===== src/sv/binary_trie_longest_prefix_match_unit_defines.svh =====
// Assertion macros shared by the trie block.
`ifndef BINARY_TRIE_LONGEST_PREFIX_MATCH_UNIT_DEFINES_SVH
`define BINARY_TRIE_LONGEST_PREFIX_MATCH_UNIT_DEFINES_SVH

// Implication checked at every edge outside reset.
`define BTL_ASSERT_IMP(label, clk, rst_n, cond, prop, msg) \
    label: assert property (@(posedge clk) disable iff (!rst_n) (cond) |-> (prop)) \
        else $error(msg);

// Next-cycle implication checked outside reset.
`define BTL_ASSERT_NEXT(label, clk, rst_n, cond, prop, msg) \
    label: assert property (@(posedge clk) disable iff (!rst_n) (cond) |=> (prop)) \
        else $error(msg);

`endif


===== src/sv/btlpm_pkg.sv =====
`default_nettype none
package btlpm_pkg;
    localparam int NodePool = 4096;
    localparam int AddrBits = 32;
    localparam int PortBits = 8;
    localparam int LenBits  = 6;

    localparam logic MODE_INSERT = 1'b0;
    localparam logic MODE_LOOKUP = 1'b1;

    typedef enum logic [2:0] {
        ST_IDLE,
        ST_RD,
        ST_WAIT,
        ST_STEP,
        ST_ALLOC,
        ST_MARK,
        ST_FETCH,
        ST_DONE
    } walk_state_t;
endpackage
`default_nettype wire


===== src/sv/btlpm_front.sv =====
`default_nettype none
// Accept items, saturate the length and hold them in a two-entry queue.
module btlpm_front #(
    parameter int ADDR_BITS = 32,
    parameter int PORT_BITS = 8
) (
    input  wire logic                 clk,
    input  wire logic                 rst_n,
    input  wire logic                 s_valid,
    output logic                      s_ready,
    input  wire logic                 s_mode,
    input  wire logic [ADDR_BITS-1:0] s_addr,
    input  wire logic [5:0]           s_len,
    input  wire logic [PORT_BITS-1:0] s_port,
    output logic                      q_valid,
    input  wire logic                 q_ready,
    output logic                      q_mode,
    output logic [ADDR_BITS-1:0]      q_addr,
    output logic [5:0]                q_len,
    output logic [PORT_BITS-1:0]      q_port
);
    import btlpm_pkg::*;
    `include "binary_trie_longest_prefix_match_unit_defines.svh"

    localparam int W = 1 + ADDR_BITS + 6 + PORT_BITS;
    localparam logic [5:0] MaxLen = 6'(ADDR_BITS > 63 ? 63 : ADDR_BITS);

    logic [W-1:0] slot_reg [2];
    logic         wr_ptr_reg, rd_ptr_reg;
    logic [1:0]   count_reg;
    logic [5:0]   len_sat;
    logic         push, pop;

    assign s_ready = (count_reg != 2'd2);
    assign q_valid = (count_reg != 2'd0);
    assign push    = s_valid && s_ready;
    assign pop     = q_valid && q_ready;
    // clamp lengths beyond the address width
    assign len_sat = (s_len > MaxLen) ? MaxLen : s_len;
    assign {q_mode, q_addr, q_len, q_port} = slot_reg[rd_ptr_reg];

    // store incoming items
    always_ff @(posedge clk)
    begin
        if (push)
        begin
            slot_reg[wr_ptr_reg] <= {s_mode, s_addr, len_sat, s_port};
        end
    end

    // advance pointers and occupancy
    always_ff @(posedge clk or negedge rst_n)
    begin
        if (!rst_n)
        begin
            wr_ptr_reg <= 1'b0;
            rd_ptr_reg <= 1'b0;
            count_reg  <= 2'd0;
        end
        else
        begin
            if (push) wr_ptr_reg <= ~wr_ptr_reg;
            if (pop)  rd_ptr_reg <= ~rd_ptr_reg;
            count_reg <= count_reg + 2'(push) - 2'(pop);
        end
    end

    `BTL_ASSERT_IMP(a_q_len_ok, clk, rst_n, q_valid, q_len <= MaxLen, "queued length too long")
    `BTL_ASSERT_IMP(a_cnt_ok, clk, rst_n, 1'b1, count_reg != 2'd3, "queue count overflow")
    `BTL_ASSERT_NEXT(a_full_hold, clk, rst_n, count_reg == 2'd2 && !pop, count_reg == 2'd2,
        "full queue lost an item")
endmodule
`default_nettype wire


===== config.mk =====
export PLATFORM = sky130hd
export DESIGN_NAME = btlpm_front
export DESIGN_NICKNAME = d
export VERILOG_FILES = /design/src/sv/btlpm_pkg.sv /design/src/sv/btlpm_front.sv
export VERILOG_INCLUDE_DIRS = /design/src /design/src/sv
export SDC_FILE = /design/constraint.sdc
export NUM_CORES = 1
export LEC_CHECK = 0
export BUFFER_PORTS_ARGS = -buffer_cell sky130_fd_sc_hd__buf_2
export CORE_ASPECT_RATIO = 1.1
export CORE_MARGIN = 5
export CORE_UTILIZATION = 45
export DETAILED_ROUTE_END_ITERATION = 6
export GPL_TIMING_DRIVEN = 1
export PLACE_DENSITY_LB_ADDON = 0.05
export SYNTH_ARGS = -nofsm -noshare
export SYNTH_HDL_FRONTEND = slang
export SYNTH_SLANG_ARGS = --single-unit

===== constraint.sdc =====
create_clock -name clk -period 3.03 [get_ports clk]
set_clock_uncertainty 0.05 [all_clocks]
set_input_delay 0 -clock clk [delete_from_list [all_inputs] [get_ports clk]]
set_output_delay 0 -clock clk [all_outputs]
set_load 0.03 [all_outputs]

==> impl_metrics.py <==
metrics = {
    "run_status": {
        "status": "complete, no violations",
    },
    "critical_path": {
        "cp_slowest_cell": "dfrtp_2",
        "cp_num_buf_inv": 2,
        "cp-end-kind": "output pin",
        "crit_path_cell_trace": "buf_4, mux2_2, buf_2",
        "required_ns": 2.98,
        "critical_path_arrival_ns": 2.03,
        "critPathMaxStageDelay_ns": 0.76,
        "crit_family": "flip-flops",
        "startpoint_type": "register",
        "path_max_fanout": 26,
        "critPathKind": "reg -> out",
    },
    "synth": {
        "ys_ff_latch": 98,
        "synth-warning-count": 0,
        "synth_top_area_cell": "edfxtp_1",
        "async_flop_share": 0.0408,
        "netlist.area_leader.share": 0.773,
        "ys_seq_area_frac": 0.801,
        "synth_edf_count": 94,
        "syn_inst": 174,
        "yosysMostFrequentCell": "edfxtp_1",
        "synth_ff_type": "edfxtp_1",
        "synth.distinct_cells": 19,
        "syn_area_um2": 3650,
        "ys_top_cells_by_area": "edfxtp_1 (77%), mux2_2 (15%), dfrtp_1 (2.7%), nor2b_1 (1.0%), buf_6 (0.93%)",
        "syn_nets": 226,
        "yosys-top-cells-count": "edfxtp_1 (94), mux2_2 (47), nor2b_1 (6), dfrtp_1 (4)",
        "avgSynthCellArea_um2": 21.0,
    },
    "place": {
        "numPortBuffers": 99,
        "dp.cells": 379,
        "dpl_cell_area_um2": 4290,
        "gp_congestion": 0.681,
        "pre_cts_ws_ns": 1.22,
        "dp_hpwl_um": 4170,
    },
    "clocking": {
        "clk_path_buf_depth": 2,
        "cts_tree": "yes",
        "clk_pin_slew_worst_paths_ns": 0.09,
        "clk_latency_ns": 0.34,
        "clock_tree.root_cell": "clkbuf_8",
        "postCtsSetupRepairBufs": 0,
        "cts_resized": 0,
        "numCtsBuffers": 9,
        "cts_sinks": 98,
        "cts_max_level": 3,
    },
    "die": {
        "rows": 34,
        "ios": 100,
        "initial_utilization": 0.461,
        "fp.dieW_um": 95.9,
        "core_area_um2": 7910,
        "die_h_um": 104,
        "dieArea_um2": 10000,
    },
    "timing": {
        "hold_viol": 0,
        "final_max_slew_viol_count": 0,
        "setup_viol": 0,
        "fin_ws_ns": 0.945,
        "whs_ns": 0.327,
        "max_freq_ghz": 0.480,
        "fin_crit_sh": 0.688,
        "slew_headroom": 0.570,
        "fin_crit_ns": 2.08,
        "rsz0062_at_grt": "false",
        "worst_pin_slew_ns": 0.645,
        "finalSetupTns_ns": 0,
    },
    "pwr": {
        "power_frac_clock": 0.174,
        "combPwrFrac": 0.384,
        "switching_share": 0.363,
        "power.internal_mw": 2.88,
        "power.density_nw_per_um2": 907,
        "power_leakage_nw": 1.89,
        "seq_power_share": 0.442,
        "vdd_drop_max_mv": 0.671,
        "net-switching-power_mw": 1.64,
    },
    "detailed_routing": {
        "vias_per_cell": 4.64,
        "ant_nets": 0,
        "drc": 0,
        "wl_per_cell_um": 15.1,
        "dr.pass1.iters": 4,
        "via_count": 2068,
        "wirelength_um": 6730,
        "drt_iter0_markers": 124,
    },
    "cells_and_area": {
        "drive_gt1_frac": 0.494,
        "final_nets": 385,
        "largest_reg_flops": 94,
        "final_area_um2": 4980,
        "diodes": 0,
        "layout.cells.non_filler": 446,
        "area_delta_synth_final_pct": 36.5,
    },
    "flow_run": {
        "cap_violations": 0,
    },
    "global_route": {
        "grt_pass1_wl_um": 10600,
        "track_usage": 0.141,
        "grt_max_degree": 48,
        "antenna_found_initial": 0,
        "grt_pass1_vias": 2259,
        "overflow": 0,
    },
    "hold_path": {
        "min_path_type": "in -> reg",
    },
}
[worst reg2reg max path, stage by stage (launching register included)]
cell,delay (ns)
dfrtp_1,0.43
nand2b_1,0.17
and3_2,0.57
buf_12,0.27
[stage by stage]
step / power [mW] / utilization
after floorplan: 3.27 / -
after global placement: 3.74 / 0.542
after detailed placement: 3.75 / 0.542
after CTS: 4.59 / 0.630
after global routing: 4.75 / 0.630
final: 4.52 / 0.630
[cell type report]
class / instances / area (um2)
clock inverter: 5 / 55.1
sequential: 98 / 2920
fill: 638 / 2930
timing repair buffer: 154 / 1050
clock buffer: 11 / 131
multi-input combinational: 70 / 688
tap: 108 / 135
[routing by layer]
| metal | vias up | part of all wire | global-route usage |
|---|---|---|---|
| met2 | 56 | 0.54 | 0.252 |
| met5 | - | 0 | 0 |
| met4 | 0 | 0.0073 | 0.0549 |
| met3 | 6 | 0.050 | 0.0282 |
| met1 | 1014 | 0.40 | 0.163 |
| li1 | 992 | - | - |
[cell families after synthesis]
kind of cell | Yosys count | share of synthesized area
fa+ha+maj | 1 | 0.00343
compound gates | 4 | 0.00857
flops | 98 | 0.801
xor+xnor | 3 | 0.00720
buf+inv | 6 | 0.0130
simple gates | 15 | 0.0219
mux | 47 | 0.145
[path summary, 6_finish.rpt]
check	from	end	slack, ns	cells after the start
hold / removal	s_addr[0]	slot_reg[0][14]	0.33	2
hold reg to reg	wr_ptr_reg	wr_ptr_reg	0.50	1
max in group asynchronous	rst_n	rd_ptr_reg	2.25	3
setup reg to reg	count_reg[0]	slot_reg[1][16]	1.22	3
setup / recovery	rd_ptr_reg	q_addr[27]	0.95	3
min in group asynchronous	rst_n	count_reg[0]	0.49	3
[timing repair]
item	CTS	global route
hold endpoints to repair	100	0
endpoints found under the setup margin	0	0
hold buffers	51	0
[power groups by stage]
stage,combinational (mW),sequential (mW),clock [mW]
2_1_floorplan,1.32,1.95,0
3_3_place_gp,1.71,2.03,0
3_5_place_dp,1.71,2.04,0
4_1_cts,1.77,2.01,0.816
5_1_grt,1.85,2.04,0.864
6_report,1.73,2.00,0.784
[placed cells by master, fill, tap and decap left out, types with 2 or more instances in the layout]
| master | instances |
|---|---|
| edfxtp_1 | 94 |
| mux2_2 | 47 |
| clkbuf_8 | 9 |
| nor2_1 | 2 |
| dfrtp_1 | 3 |
| buf_4 | 3 |
| xnor2_1 | 3 |
| nand2_1 | 2 |
| buf_2 | 99 |
| clkbuf_1 | 2 |
| dlygate4sd3_1 | 51 |
| nor2b_1 | 6 |
Note: power is estimated with default switching activity, not from simulation.
